===== src/rtl/core/msb_pkg.sv =====
// Shared types and constants of the monochrome sprite blitter.
// Used by the front end, the job queue, the back end and the top level.
`default_nettype none

package msb_pkg;

   // Fixed field widths.
   localparam int SCREEN_W_BITS = 11;
   localparam int BYTE_ADDR_W   = 20;
   localparam int PIX_COUNT_W   = 6;
   localparam int LANE_CNT_W    = 3;
   localparam int QUEUE_DEPTH   = 2;
   localparam int QUEUE_PTR_W   = $clog2(QUEUE_DEPTH);

   localparam logic [SCREEN_W_BITS-1:0] SCREEN_WIDTH_RESET = 11'd240;

   // Opcodes.
   localparam logic OP_DRAW = 1'b0;
   localparam logic OP_READ = 1'b1;

   // Sprite width codes; any other code draws the widest sprite.
   localparam logic [1:0] WIDTH_8  = 2'd0;
   localparam logic [1:0] WIDTH_16 = 2'd1;

   // Draw modes.
   localparam logic [1:0] MODE_COPY = 2'd0;
   localparam logic [1:0] MODE_OR   = 2'd1;
   localparam logic [1:0] MODE_XOR  = 2'd2;
   localparam logic [1:0] MODE_AND  = 2'd3;

   typedef struct packed {
      logic        opcode;
      logic [9:0]  pos_x;
      logic [9:0]  pos_y;
      logic [7:0]  row_offset;
      logic [31:0] sprite_row;
      logic [1:0]  sprite_width;
      logic [1:0]  draw_mode;
      logic        last_row;
      logic [11:0] read_address;
   } req_type;

   typedef struct packed {
      logic [7:0] read_data;
      logic       sprite_done;
      logic       clipped;
   } rsp_type;

   // Classified work for the back end: first byte, bit offset, pixels in
   // column order (column 0 in bit 0) and the number of bytes touched.
   typedef struct packed {
      logic                   opcode;
      logic [BYTE_ADDR_W-1:0] byte_addr;
      logic [2:0]             bit_off;
      logic [31:0]            pixels;
      logic [PIX_COUNT_W-1:0] pix_count;
      logic [LANE_CNT_W-1:0]  lane_count;
      logic [1:0]             draw_mode;
      logic                   last_row;
   } job_type;

endpackage

`default_nettype wire


===== src/rtl/core/msb_fifo.sv =====
// Short job queue between the front end and the back end.
// Depends on msb_pkg for the job type and depth.
`default_nettype none

module msb_fifo (
   input  wire logic             clock,
   input  wire logic             reset,
   input  wire logic             push,
   output logic                  full,
   input  wire msb_pkg::job_type din,
   input  wire logic             pop,
   output logic                  empty,
   output msb_pkg::job_type      dout
);
   import msb_pkg::*;

   job_type                entry_ff [QUEUE_DEPTH];
   logic [QUEUE_PTR_W-1:0] wr_ptr_ff, wr_ptr_in;
   logic [QUEUE_PTR_W-1:0] rd_ptr_ff, rd_ptr_in;
   logic [QUEUE_PTR_W:0]   count_ff, count_in;
   logic                   do_push, do_pop;

   assign full    = (count_ff == (QUEUE_PTR_W+1)'(QUEUE_DEPTH));
   assign empty   = (count_ff == '0);
   assign do_push = push & ~full;
   assign do_pop  = pop & ~empty;
   assign dout    = entry_ff[rd_ptr_ff];

   // Pointer and fill count updates.
   always_comb begin
      wr_ptr_in = wr_ptr_ff;
      rd_ptr_in = rd_ptr_ff;
      count_in  = count_ff;
      if (do_push) begin
         wr_ptr_in = (wr_ptr_ff == QUEUE_PTR_W'(QUEUE_DEPTH - 1)) ? '0 : wr_ptr_ff + 1'b1;
      end
      if (do_pop) begin
         rd_ptr_in = (rd_ptr_ff == QUEUE_PTR_W'(QUEUE_DEPTH - 1)) ? '0 : rd_ptr_ff + 1'b1;
      end
      case ({do_push, do_pop})
         2'b10:   count_in = count_ff + 1'b1;
         2'b01:   count_in = count_ff - 1'b1;
         default: count_in = count_ff;
      endcase
   end

   always_ff @(posedge clock) begin
      if (do_push) begin
         entry_ff[wr_ptr_ff] <= din;
      end
      if (reset) begin
         wr_ptr_ff <= '0;
         rd_ptr_ff <= '0;
         count_ff  <= '0;
      end else begin
         wr_ptr_ff <= wr_ptr_in;
         rd_ptr_ff <= rd_ptr_in;
         count_ff  <= count_in;
      end
   end

endmodule

`default_nettype wire


===== config.mk =====
export PLATFORM = sky130hd
export DESIGN_NAME = msb_fifo
export DESIGN_NICKNAME = d
export VERILOG_FILES = /design/src/rtl/core/msb_pkg.sv /design/src/rtl/core/msb_fifo.sv
export SDC_FILE = /design/constraint.sdc
export NUM_CORES = 1
export LEC_CHECK = 0
export BUFFER_PORTS_ARGS = -buffer_cell sky130_fd_sc_hd__buf_2
export CORE_MARGIN = 3
export CORE_UTILIZATION = 41
export CTS_CLUSTER_DIAMETER = 50
export CTS_CLUSTER_SIZE = 8
export DETAILED_ROUTE_END_ITERATION = 8
export PLACE_DENSITY = 0.65
export SLEW_MARGIN = 20
export SYNTH_ARGS = -nofsm -noshare
export SYNTH_HDL_FRONTEND = slang
export SYNTH_SLANG_ARGS = --single-unit

===== constraint.sdc =====
create_clock -name clock -period 3.7 [get_ports clock]
set_input_delay 0.37 -clock clock [delete_from_list [all_inputs] [get_ports clock]]
set_output_delay 0.37 -clock clock [all_outputs]
set_load 0.01 [all_outputs]

==> PnR_summary.wiki <==
{| class="wikitable"
! Metric !! Value
|-
| Post-DP Area || 6020 µm²
|-
| Total number of yosys warnings || 0
|-
| Placer's final routability congestion estimate || 0.680
|-
| Final antenna-violating net count || 0
|-
| Portion of synthesized cell area occupied by the leading cell type || 79.7%
|-
| Highest-count cells in the layout ignoring fill and taps || sky130_fd_sc_hd__buf_2, sky130_fd_sc_hd__edfxtp_1, sky130_fd_sc_hd__mux2_2
|-
| Slew Viols, Final || 0
|-
| Layout Nets || 464
|-
| Mean post-synth cell area || 21.5 µm²
|-
| Main area contributors after synthesis || sky130_fd_sc_hd__edfxtp_1, sky130_fd_sc_hd__mux2_2, sky130_fd_sc_hd__dfxtp_1
|-
| Capturing element type of the critical path || output pin
|-
| Clk Tree Root Cell || sky130_fd_sc_hd__clkbuf_16
|-
| TritonCTS clock tree || yes
|-
| Run status || completed
|-
| Worst path cell trace || mux2_2, buf_2
|-
| Wire length of the first global-routing pass || 14100 µm
|-
| Areal power density over the cells || 741 nW/µm²
|-
| Longest individual stage delay on the worst path || 0.92 ns
|-
| Final hold viol count || 0
|-
| Source of the worst hold timing path || din[57]
|-
| First-iteration detailed-routing DRC count || 149
|-
| Sequential fraction of the synthesis area || 81.6%
|-
| Data arrival time at the worst-slack endpoint || 1.98 ns
|-
| Hold-fix buffers, CTS || 0
|-
| Hpwl dp || 5700 µm
|-
| Fraction of layout cells with a size suffix above 1 || 59.9%
|-
| Max transition margin || 36.4%
|-
| Height of the die || 118 µm
|-
| #FFs+latches synth || 141
|-
| First-pass iteration count of the detailed router || 4
|-
| Buffers inserted during post-CTS setup optimization || 0
|-
| Inserted Clock Buffers || 17
|-
| Maximum operating frequency || 0.426 GHz
|-
| Effective utilization at floorplan || 42.3%
|-
| Crit path time final || 2.35 ns
|-
| CTS resizes || 0
|-
| Worst setup path class || flop to output pin
|-
| Overflow left after global routing || 0
|-
| Via density per instance || 4.68
|-
| Number of antenna violations at the first check in global routing || 1
|-
| Static Leakage || 2.47 nW
|-
| Leading cell type in the layout, fill and taps excluded || sky130_fd_sc_hd__buf_2
|-
| Number of distinct library cells after synthesis || 18
|-
| Slew of the pin with the lowest slew margin || 0.954 ns
|-
| Final clock skew || 0.00599 ns
|-
| Floorplan die area || 13900 µm²
|-
| Area inside the core boundary || 12100 µm²
|-
| Maximum fanout along the worst path || 68
|-
| WL per Instance || 15.7 µm
|-
| Global-route usage over all layers || 13.4%
|-
| Count of antenna diodes in the layout || 0
|-
| Net count after synthesis || 311
|-
| Max-capacitance violation count || 0
|-
| Post-synth design cell area || 5130 µm²
|-
| Share of the clock period used by the worst path after layout || 63.5%
|-
| Cell type with the largest total area after synthesis || sky130_fd_sc_hd__edfxtp_1
|-
| Post-detailed-route DRC marker count || 0
|-
| Signed area change from the synthesized netlist to the final layout || 29.2%
|-
| Clock-pin transition on the worst setup and hold timing paths || 0.06 ns
|-
| Setup repair after global routing missed its margin || no
|-
| Via count of the first global-routing pass || 2787
|-
| PortBufs || 141
|-
| Final number of setup-violating endpoints || 0
|-
| Post-route non-filler standard cell count || 572
|-
| Critical path's slowest cell || sky130_fd_sc_hd__dfxtp_4
|-
| Worst ir drop on vdd || 0.000594 V
|-
| Vias || 2676
|-
| Number of rows in the core area || 40
|-
| Launching point of the worst reg2reg path || count_ff[0]
|-
| DIE WIDTH || 118 µm
|-
| Synthesized instance count || 238
|-
| Class of the worst hold path || input port to flop
|-
| Total number of clock tree sinks || 141
|-
| Sum Neg Setup Slack || 0 ns
|-
| Number of H-tree levels || 4
|-
| Placed Cells || 540
|-
| Final wirelength || 8980 µm
|-
| Final design area excluding fillers || 6620 µm²
|-
| Setup crit start kind || flop
|-
| Top-Level Pins || 142
|-
| Largest net degree at the start of global routing || 69
|-
| Bufs on Longest Clock Path || 2
|-
| Worst-skew pair later-pin latency || 0.41 ns
|-
| Data required time at the worst endpoint || 3.33 ns
|}
-- worst max-delay path: cells and delay by family, from the launching register on --
| kind | cells | cell delay, ns |
|---|---|---|
| buf+inv | 1 | 0.14 |
| flops | 1 | 0.92 |
| mux | 1 | 0.43 |
-- synthesized netlist by cell type --
cell	instances
sky130_fd_sc_hd__nand2b_2	1
sky130_fd_sc_hd__o21a_1	1
sky130_fd_sc_hd__and3_1	1
sky130_fd_sc_hd__buf_6	2
sky130_fd_sc_hd__xnor2_1	2
sky130_fd_sc_hd__inv_1	2
sky130_fd_sc_hd__inv_2	1
sky130_fd_sc_hd__or3_1	2
sky130_fd_sc_hd__dfxtp_1	5
sky130_fd_sc_hd__mux2_2	68
sky130_fd_sc_hd__o21ai_0	2
sky130_fd_sc_hd__edfxtp_1	136
sky130_fd_sc_hd__buf_2	6
sky130_fd_sc_hd__xor2_1	1
sky130_fd_sc_hd__nor2_1	4
sky130_fd_sc_hd__nand2_1	1
sky130_fd_sc_hd__a21oi_1	2
sky130_fd_sc_hd__ha_1	1
-- routing by layer --
metal	GRT usage [%]	routed length [µm]	vias up	part of all wire, %
met5	0	14	-	0.16
met4	5.93	130	2	1.4
met3	6.58	714	12	8.0
met2	22.2	4480	98	50
met1	14.4	3640	1318	41
li1	-	-	1246	-
-- power by group --
part / switching [mW] / leakage, nW / internal (mW)
combinational: 0.486 / 0.873 / 0.523
clock: 0.601 / 0.282 / 1.11
sequential: 0.165 / 1.31 / 2.02
-- cells by family after synthesis --
kind of cell | count (synthesis) | synth area share (%)
AND/OR/NAND/NOR | 9 | 0.903
XOR/XNOR | 3 | 0.513
flip-flops | 141 | 81.6
adder cells (fa/ha/maj) | 1 | 0.244
AO/OA/AOI/OAI | 5 | 0.537
multiplexers | 68 | 14.9
buffers and inverters | 11 | 1.24
-- final cells by class --
type	count	area, µm²
Clock buffer	18	429
Clock inverter	14	175
Fill cell	1010	5490
Inverter	3	11.3
Multi-Input combinational cell	86	883
Sequential cell	141	4190
Tap cell	168	210
Timing Repair Buffer	142	726
-- state kept, by name, indices dropped and copies added, names as in the netlist, named ones only --
name and cells:
rd_ptr_ff 1, wr_ptr_ff 1, entry_ff 136, count_ff 2
-- metrics by stage --
stage	hold WS, ns	power (mW)	setup slack (ns)	util (%)
after detailed placement	0.506	3.26	1.48	49.7
after CTS	0.129	4.98	1.31	54.7
after floorplan	0.439	2.84	1.03	-
final	0.149	4.91	1.35	54.7
after global placement	0.487	3.24	1.54	49.7
after global routing	0.125	5.14	1.24	54.7
-- worst paths after layout --
| check | depth (start not counted) | endpoint | slack, ns |
|---|---|---|---|
| setup / recovery | 2 | dout[44] | 1.35 |
| hold / removal | 1 | entry_ff[1][57] | 0.15 |
| setup reg to reg | 5 | entry_ff[0][23] | 1.52 |
| hold reg to reg | 2 | flop | 0.52 |
Power figures use the tool's default switching activity.
