## src/rtl/core/msb_pkg.sv

```systemverilog
// Shared types and constants of the monochrome sprite blitter.
// Used by the front end, the job queue, the back end and the top level.
`default_nettype none

package msb_pkg;

   // Fixed field widths.
   localparam int SCREEN_W_BITS = 11;
   localparam int BYTE_ADDR_W   = 20;
   localparam int PIX_COUNT_W   = 6;
   localparam int LANE_CNT_W    = 3;
   localparam int QUEUE_DEPTH   = 2;
   localparam int QUEUE_PTR_W   = $clog2(QUEUE_DEPTH);

   localparam logic [SCREEN_W_BITS-1:0] SCREEN_WIDTH_RESET = 11'd240;

   // Opcodes.
   localparam logic OP_DRAW = 1'b0;
   localparam logic OP_READ = 1'b1;

   // Sprite width codes; any other code draws the widest sprite.
   localparam logic [1:0] WIDTH_8  = 2'd0;
   localparam logic [1:0] WIDTH_16 = 2'd1;

   // Draw modes.
   localparam logic [1:0] MODE_COPY = 2'd0;
   localparam logic [1:0] MODE_OR   = 2'd1;
   localparam logic [1:0] MODE_XOR  = 2'd2;
   localparam logic [1:0] MODE_AND  = 2'd3;

   typedef struct packed {
      logic        opcode;
      logic [9:0]  pos_x;
      logic [9:0]  pos_y;
      logic [7:0]  row_offset;
      logic [31:0] sprite_row;
      logic [1:0]  sprite_width;
      logic [1:0]  draw_mode;
      logic        last_row;
      logic [11:0] read_address;
   } req_type;

   typedef struct packed {
      logic [7:0] read_data;
      logic       sprite_done;
      logic       clipped;
   } rsp_type;

   // Classified work for the back end: first byte, bit offset, pixels in
   // column order (column 0 in bit 0) and the number of bytes touched.
   typedef struct packed {
      logic                   opcode;
      logic [BYTE_ADDR_W-1:0] byte_addr;
      logic [2:0]             bit_off;
      logic [31:0]            pixels;
      logic [PIX_COUNT_W-1:0] pix_count;
      logic [LANE_CNT_W-1:0]  lane_count;
      logic [1:0]             draw_mode;
      logic                   last_row;
   } job_type;

endpackage

`default_nettype wire

```

## src/rtl/core/msb_front.sv

```systemverilog
// Front end of the sprite blitter: accepts requests, computes the bit
// address of a row and classifies it into a job. Depends on msb_pkg.
`default_nettype none

module msb_front #(
   parameter int MAX_SPRITE_WIDTH = 32
) (
   input  wire logic                clock,
   input  wire logic                reset,
   input  wire logic                push,
   output logic                     full,
   input  wire msb_pkg::req_type    req_data,
   input  wire logic [10:0]         screen_width,
   input  wire logic                clearing,
   output logic                     job_valid,
   input  wire logic                job_full,
   output msb_pkg::job_type         job_data
);
   import msb_pkg::*;

   localparam logic [PIX_COUNT_W-1:0] W8 =
      PIX_COUNT_W'((MAX_SPRITE_WIDTH < 8) ? MAX_SPRITE_WIDTH : 8);
   localparam logic [PIX_COUNT_W-1:0] W16 =
      PIX_COUNT_W'((MAX_SPRITE_WIDTH < 16) ? MAX_SPRITE_WIDTH : 16);
   localparam logic [PIX_COUNT_W-1:0] W32 = PIX_COUNT_W'(MAX_SPRITE_WIDTH);

   logic        stage_valid_ff, stage_valid_in;
   req_type     stage_ff;
   logic [21:0] prod_ff, prod_in;
   logic        accept;
   logic [10:0] sum_y;
   logic [21:0] base;
   logic [PIX_COUNT_W-1:0] width;
   logic [31:0] reversed;

   // The stage holds one request; it drains into the queue when there is room.
   assign full      = clearing | (stage_valid_ff & job_full);
   assign accept    = push & ~full;
   assign job_valid = stage_valid_ff;

   // Row number times the stride, registered before the add of the column.
   assign sum_y   = {1'b0, req_data.pos_y} + {3'b000, req_data.row_offset};
   assign prod_in = {11'b0, sum_y} * {11'b0, screen_width};

   assign stage_valid_in = accept | (stage_valid_ff & job_full);

   always_ff @(posedge clock) begin
      if (accept) begin
         stage_ff <= req_data;
         prod_ff  <= prod_in;
      end
      if (reset) begin
         stage_valid_ff <= 1'b0;
      end else begin
         stage_valid_ff <= stage_valid_in;
      end
   end

   // Classify the staged request into byte address, offset and pixel order.
   always_comb begin
      base = prod_ff + {12'b0, stage_ff.pos_x};
      case (stage_ff.sprite_width)
         WIDTH_8:  width = W8;
         WIDTH_16: width = W16;
         default:  width = W32;
      endcase
      for (int i = 0; i < 32; i++) begin
         reversed[i] = stage_ff.sprite_row[31 - i];
      end

      job_data.opcode    = stage_ff.opcode;
      job_data.draw_mode = stage_ff.draw_mode;
      job_data.last_row  = stage_ff.last_row;
      job_data.pix_count = width;
      job_data.pixels    = reversed >> (6'd32 - width);
      if (stage_ff.opcode == OP_READ) begin
         job_data.byte_addr  = {8'b0, stage_ff.read_address};
         job_data.bit_off    = 3'd0;
         job_data.lane_count = 3'd1;
      end else begin
         job_data.byte_addr  = {1'b0, base[21:3]};
         job_data.bit_off    = base[2:0];
         job_data.lane_count =
            LANE_CNT_W'(({3'b000, base[2:0]} + width + 6'd7) >> 3);
      end
   end

endmodule

`default_nettype wire

```

## config.mk

```make
export PLATFORM = sky130hd
export DESIGN_NAME = msb_front
export DESIGN_NICKNAME = d
export VERILOG_FILES = /design/src/rtl/core/msb_pkg.sv /design/src/rtl/core/msb_front.sv
export SDC_FILE = /design/constraint.sdc
export NUM_CORES = 1
export LEC_CHECK = 0
export ABC_AREA = 1
export BUFFER_PORTS_ARGS = -buffer_cell sky130_fd_sc_hd__buf_2
export CAP_MARGIN = 20
export CORE_MARGIN = 5
export CORE_UTILIZATION = 58
export DETAILED_ROUTE_END_ITERATION = 16
export GPL_TIMING_DRIVEN = 0
export PLACE_DENSITY = 0.89
export SYNTH_ARGS = -nofsm -noshare
export SYNTH_HDL_FRONTEND = slang
export SYNTH_SLANG_ARGS = --single-unit
```

## constraint.sdc

```tcl
create_clock -name clock -period 7.1 [get_ports clock]
set_input_delay 0.71 -clock clock [delete_from_list [all_inputs] [get_ports clock]]
set_output_delay 0.71 -clock clock [all_outputs]
set_load 0.01 [all_outputs]
```

==> results.sh, run 1 <==
export IMPL_tightest_slew_ns=0.6466
export IMPL_slew_headroom_pct=56.58
export IMPL_finalPower_mw=4.847
export IMPL_htree_levels=3
export IMPL_routed_wl_um=21830
export IMPL_synthToLayoutAreaGrowth_pct=15.52
export IMPL_cp_max_fo=7
export IMPL_cap_violations=0
export IMPL_drive_above_1_share_pct=15.79
export IMPL_initial_utilization_pct=59.05
export IMPL_wl_per_cell_um=14.68
export IMPL_drt_iter0_markers=655
export IMPL_slowest_stage="fa_1"
export IMPL_rsz0062_at_grt="false"
export IMPL_clkLatencyLatePin_ns=0.34
export IMPL_core_area_mm2=0.01515
export IMPL_synth_top_family_by_area="adder cells"
export IMPL_async_reset_ff_share_pct=0
export IMPL_die_area_mm2=0.01800
export IMPL_setup_tns_ns=0
export IMPL_ys_ff_latch=83
export IMPL_antenna_found_initial=0
export IMPL_synthAdderAreaFrac_pct=29.55
export IMPL_grt_use_total_pct=24.61
export IMPL_powerDensity_mw_per_mm2=469.2
export IMPL_leakagePower_nw=5.596
export IMPL_overflow=0
export IMPL_ys_flop_type="edfxtp_1"
export IMPL_numCtsBuffers=9
export IMPL_final_cell_mix="nand2_1 (268), inv_1 (222), buf_2 (161)"
export IMPL_synth_edf_count=82
export IMPL_crit_family="adder cells"
export IMPL_vias=7986
export IMPL_holdBufCountCts=0
export IMPL_synth_compound_area_share_pct=5.596
export IMPL_synth_cells=1121
export IMPL_synth_mux_area_share_pct=0
export IMPL_grt_pass1_wl_um=35940
export IMPL_cts_setup_buffers=0
export IMPL_stdcell_count=1487
export IMPL_synth_area_per_cell_um2=7.978
export IMPL_dpl_hpwl_um=17720
export IMPL_gp_congestion=0.9412
export IMPL_ctsRootBufferMaster="clkbuf_16"
export IMPL_dp_cells=1470
export IMPL_setup_viol=0
export IMPL_finalCritPeriodShare_pct=89.82
export IMPL_synth_area_mm2=0.008944
export IMPL_path_buf_inv=8
export IMPL_drc_errors=0
export IMPL_slowest_delay_ns=0.57
export IMPL_critical_path_class="input pin to flip-flop"
export IMPL_antenna_left=0
export IMPL_cts_sinks=83
export IMPL_cp_arrival_ns=6.46
export IMPL_die_h_um=134.2
export IMPL_synthXorXnorAreaFrac_pct=2.308
export IMPL_outcome="complete, no violations"
export IMPL_final_nets=1549
export IMPL_first_pass_iters=6
export IMPL_synth_seq_area_share_pct=27.76
export IMPL_fin_crit_ns=6.377
export IMPL_final_max_slew_viol_count=0
export IMPL_crit_top_cell="nand2_1"
export IMPL_hp_class="input pin to flip-flop"
export IMPL_cts_resized=0
export IMPL_synth_simple_gate_area_share_pct=23.43
export IMPL_ys_types=41
export IMPL_chipWidth_um=134.2
export IMPL_cts_tree="done"
export IMPL_hold_viol=0
export IMPL_worstSetupEndpointType="flip-flop"
export IMPL_rows=45
export IMPL_cp_start_kind="input pin"
export IMPL_path_clk_slew_ns=0.06
export IMPL_grt_pass1_vias=7786
export IMPL_worstPathRequired_ns=7.18
export IMPL_nFillCells=1211
export IMPL_vdd_drop_max_uv=512.0
export IMPL_cts_path_max_buffers=2
export IMPL_grt_max_degree=37
export IMPL_ys_warn_count=0
export IMPL_max_freq_mhz=156.8
export IMPL_num_io_pins=164
export IMPL_clock_skew_ns=0.006868
export IMPL_vias_per_cell=5.371
export IMPL_layout_commonest_cell="nand2_1"
export IMPL_place_port_buffers=156
-- stage by stage --
stage | setup slack (ns) | hold WS (ns) | utilization, % | cell area [µm²]
global route | 0.2925 | 0.5412 | 68.20 | 10330
detailed placement | 0.3719 | 0.5545 | 66.15 | 10020
finish | 0.7230 | 0.5440 | 68.21 | 10330
floorplan | 1.067 | 0.5923 | - | 8955
CTS | 0.7108 | 0.5422 | 68.20 | 10330
global placement | 0.4569 | 0.5373 | 65.83 | 9971
-- final cells by class --
| cell class | count | area [µm²] | share of cell area (%) |
|---|---|---|---|
| diodes | 1 | 2.502 | 0.02422 |
| plain buffers | 32 | 163.9 | 1.587 |
| clock buffers | 11 | 232.7 | 2.253 |
| clock inverters | 5 | 77.57 | 0.7509 |
| inverters | 226 | 848.3 | 8.211 |
| multi-input cells | 783 | 5468 | 52.92 |
| flip-flops and latches | 83 | 2482 | 24.03 |
| well taps | 188 | 235.2 | 2.277 |
| repair buffers | 158 | 820.8 | 7.945 |
-- worst reg2reg max path: stages, from the launching register on --
cell     delay [ns]
dfxtp_1        0.30
nand2_1        0.06
inv_1          0.04
or2_2          0.30
nor2_4         0.36
buf_12         0.27
buf_12         0.26
-- layer usage --
metal	global-route usage (%)	vias up	share of wire (%)
li1	-	3852	-
met1	31.15	3711	39
met2	43.85	379	50
met3	3.488	44	8.2
met4	7.523	0	2.1
met5	0	-	0
-- flip-flops by register name (all words and copies together), names as in the netlist --
| name | flops |
|---|---|
| job_data | 4 |
| job_valid | 1 |
| prod_ff | 22 |
| reversed | 32 |
| stage_ff | 24 |
-- path summary, 6_finish.rpt --
| check | start | end | slack [ns] | cells after the start |
|---|---|---|---|---|
| hold / removal | req_data[1] | stage_ff[1]$_DFFE_PP_ | 0.54 | 1 |
| setup reg to reg | job_valid$_SDFF_PP0_ | prod_ff[20]$_DFFE_PP_ | 5.17 | 6 |
| setup / recovery | req_data[49] | prod_ff[21]$_DFFE_PP_ | 0.72 | 30 |
| hold reg to reg | job_valid$_SDFF_PP0_ | job_valid$_SDFF_PP0_ | 0.56 | 4 |
-- synth_stat cells (3+ instances only) --
master | count | area, µm²
a21oi_1 | 28 | 140.1
buf_2 | 5 | 25.02
buf_4 | 8 | 60.06
clkbuf_1 | 17 | 63.81
edfxtp_1 | 82 | 2462
fa_1 | 82 | 1642
ha_1 | 80 | 1001
inv_1 | 222 | 833.3
inv_2 | 3 | 11.26
nand2_1 | 268 | 1006
nand3_1 | 76 | 380.4
nand3b_1 | 3 | 22.52
nand4_1 | 9 | 56.30
nor2_1 | 122 | 457.9
nor3_1 | 15 | 75.07
o21ai_0 | 37 | 185.2
o21bai_1 | 5 | 37.54
o22ai_1 | 8 | 50.05
or2_2 | 5 | 31.28
xnor2_1 | 8 | 70.07
xor2_1 | 10 | 87.58
xor2_2 | 3 | 48.80
-- logic make-up (layout without fill, tap and decap cells) --
family | after synthesis | in the layout
compound gates | 90 | 90
xor+xnor | 21 | 21
fa+ha+maj | 162 | 162
other cells | 1 | 5
flops | 83 | 83
simple gates | 506 | 506
buf+inv | 258 | 432
-- power by group --
part	internal (mW)	total, mW	switching, mW
clock network	0.307	0.487	0.180
registers	0.770	0.821	0.0504
logic	1.32	3.54	2.22
total	2.39	4.85	2.45
(Power assumes the default switching activity.)
==> run 2: changes to the inputs <==
--- a/config.mk
+++ b/config.mk
@@ -9,10 +9,10 @@
 export BUFFER_PORTS_ARGS = -buffer_cell sky130_fd_sc_hd__buf_2
 export CAP_MARGIN = 20
 export CORE_MARGIN = 5
-export CORE_UTILIZATION = 58
+export CORE_UTILIZATION = 30
 export DETAILED_ROUTE_END_ITERATION = 16
 export GPL_TIMING_DRIVEN = 0
-export PLACE_DENSITY = 0.89
+export PLACE_DENSITY = 0.54
 export SYNTH_ARGS = -nofsm -noshare
 export SYNTH_HDL_FRONTEND = slang
 export SYNTH_SLANG_ARGS = --single-unit
==> run 2 against run 1 <==
Effect of this change: worst setup slack worse by 0.029 ns; clock power decreased by 4.5%; final area grew 2.3%; count of clock-buffer cells in the layout grew 1.
==> results.sh, run 2 (synthesis gave the netlist of run 1 again) <==
export IMPL_routed_wl_um=23300
export IMPL_hold_viol=0
export IMPL_powerDensity_mw_per_mm2=455.1
export IMPL_max_freq_mhz=156.1
export IMPL_reg2regPathDepth=6
export IMPL_fin_crit_ns=6.406
export IMPL_cts_resized=0
export IMPL_dp_cells=1672
export IMPL_initial_utilization_pct=30.26
export IMPL_grt_pass1_wl_um=38650
export IMPL_hp_class="input pin to flip-flop"
export IMPL_vdd_drop_max_uv=366.8
export IMPL_antenna_left=0
export IMPL_vias_per_cell=4.539
export IMPL_stdcell_count=1688
export IMPL_gp_congestion=0.8998
export IMPL_htree_levels=3
export IMPL_path_buf_inv=8
export IMPL_tightest_slew_ns=0.7671
export IMPL_slew_headroom_pct=48.49
export IMPL_final_cell_mix="nand2_1 (268), inv_1 (222), buf_2 (161)"
export IMPL_routed_top_layer="met4"
export IMPL_dpl_hpwl_um=19520
export IMPL_die_area_mm2=0.03336
export IMPL_final_nets=1549
export IMPL_cts_sinks=83
export IMPL_hp_start="req_data[71]"
export IMPL_outcome="complete, no violations"
export IMPL_setup_tns_ns=0
export IMPL_wl_met3_um=1326
export IMPL_reg2reg_to="job_data[67]$_DFFE_PP_"
export IMPL_rsz0062_at_grt="false"
export IMPL_leakagePower_nw=5.586
export IMPL_drive_above_1_share_pct=16.02
export IMPL_wl_met1_um=11160
export IMPL_cp_start_kind="input pin"
export IMPL_overflow=0
export IMPL_finalCritPeriodShare_pct=90.22
export IMPL_setup_viol=0
export IMPL_crit_family="adder cells"
export IMPL_drt_iter0_markers=391
export IMPL_slowest_stage="fa_1"
export IMPL_chipWidth_um=182.7
export IMPL_worstSetupEndpointType="flip-flop"
export IMPL_rr_startpoint="job_valid$_SDFF_PP0_"
export IMPL_crit_top_cell="nand2_1"
export IMPL_diodes=0
export IMPL_drc_errors=0
export IMPL_hold_path_depth=1
export IMPL_rows=63
export IMPL_place_port_buffers=156
export IMPL_largest_register_ffs=32
export IMPL_vias=7662
export IMPL_grt_use_total_pct=14.29
export IMPL_grt_max_degree=35
export IMPL_ctsRootBufferMaster="clkbuf_16"
export IMPL_cp_arrival_ns=6.50
export IMPL_synthToLayoutAreaGrowth_pct=18.19
export IMPL_cp_max_fo=7
export IMPL_num_io_pins=164
export IMPL_cts_path_max_buffers=2
export IMPL_core_area_mm2=0.02956
export IMPL_finalPower_mw=4.810
export IMPL_cts_tree="done"
export IMPL_clock_skew_ns=0.005323
export IMPL_slowest_delay_ns=0.55
export IMPL_cts_setup_buffers=0
export IMPL_layout_commonest_cell="nand2_1"
export IMPL_final_max_slew_viol_count=0
export IMPL_reg2reg_setup_slack_ns=5.01
export IMPL_wl_per_cell_um=13.81
export IMPL_crit_path_start="req_data[49]"
export IMPL_path_clk_slew_ns=0.07
export IMPL_die_h_um=182.7
export IMPL_first_pass_iters=5
export IMPL_cap_violations=0
export IMPL_grt_pass1_vias=7671
export IMPL_wl_met2_um=10480
export IMPL_critical_path_class="input pin to flip-flop"
export IMPL_worst_hold_path_endpoint="stage_ff[71]$_DFFE_PP_"
export IMPL_clkLatencyLatePin_ns=0.34
export IMPL_worstPathRequired_ns=7.19
export IMPL_worst_hold_slack_ns=0.5334
export IMPL_numCtsBuffers=9
export IMPL_antenna_found_initial=0
export IMPL_holdBufCountCts=0
## run 2: worst max path at each step
| stage | endpoint | cells after the start |
|---|---|---|
| 6_report | prod_ff[21]$_DFFE_PP_ | 30 |
| 5_1_grt | prod_ff[20]$_DFFE_PP_ | 30 |
| 4_1_cts | prod_ff[21]$_DFFE_PP_ | 30 |
| 3_5_place_dp | prod_ff[21]$_DFFE_PP_ | 30 |
| 3_3_place_gp | prod_ff[21]$_DFFE_PP_ | 5 |
| 2_1_floorplan | prod_ff[16]$_DFFE_PP_ | 29 |
## run 2: power by group
| group | internal (mW) | switching (mW) | leakage (nW) |
|---|---|---|---|
| combinational | 1.31 | 2.21 | 4.67 |
| sequential | 0.770 | 0.0531 | 0.776 |
| clock | 0.268 | 0.197 | 0.141 |
| total | 2.35 | 2.46 | 5.59 |
## run 2: area by class of cell
| cell class | count | area [µm²] |
|---|---|---|
| Multi-Input combinational cell | 783 | 5468 |
| Inverter | 226 | 848.3 |
| Timing Repair Buffer | 158 | 820.8 |
| Buffer | 32 | 163.9 |
| Clock buffer | 12 | 266.5 |
| Tap cell | 390 | 488.0 |
| Clock inverter | 4 | 32.53 |
| Sequential cell | 83 | 2482 |
| Fill cell | 3170 | 18990 |
## run 2: stage by stage
step,setup WS [ns],area (µm²),util (%)
after floorplan,1.067,8955,-
after global placement,0.2654,10220,34.59
after detailed placement,0.2934,10270,34.75
after CTS,0.6468,10570,35.76
after global routing,0.1932,10570,35.76
final,0.6942,10570,35.76
## run 2: layer usage
layer	track usage [%]	up-vias
met2	23.08	195
met1	20.03	3596
met4	3.813	0
li1	-	3849
met3	2.153	22
met5	0	-
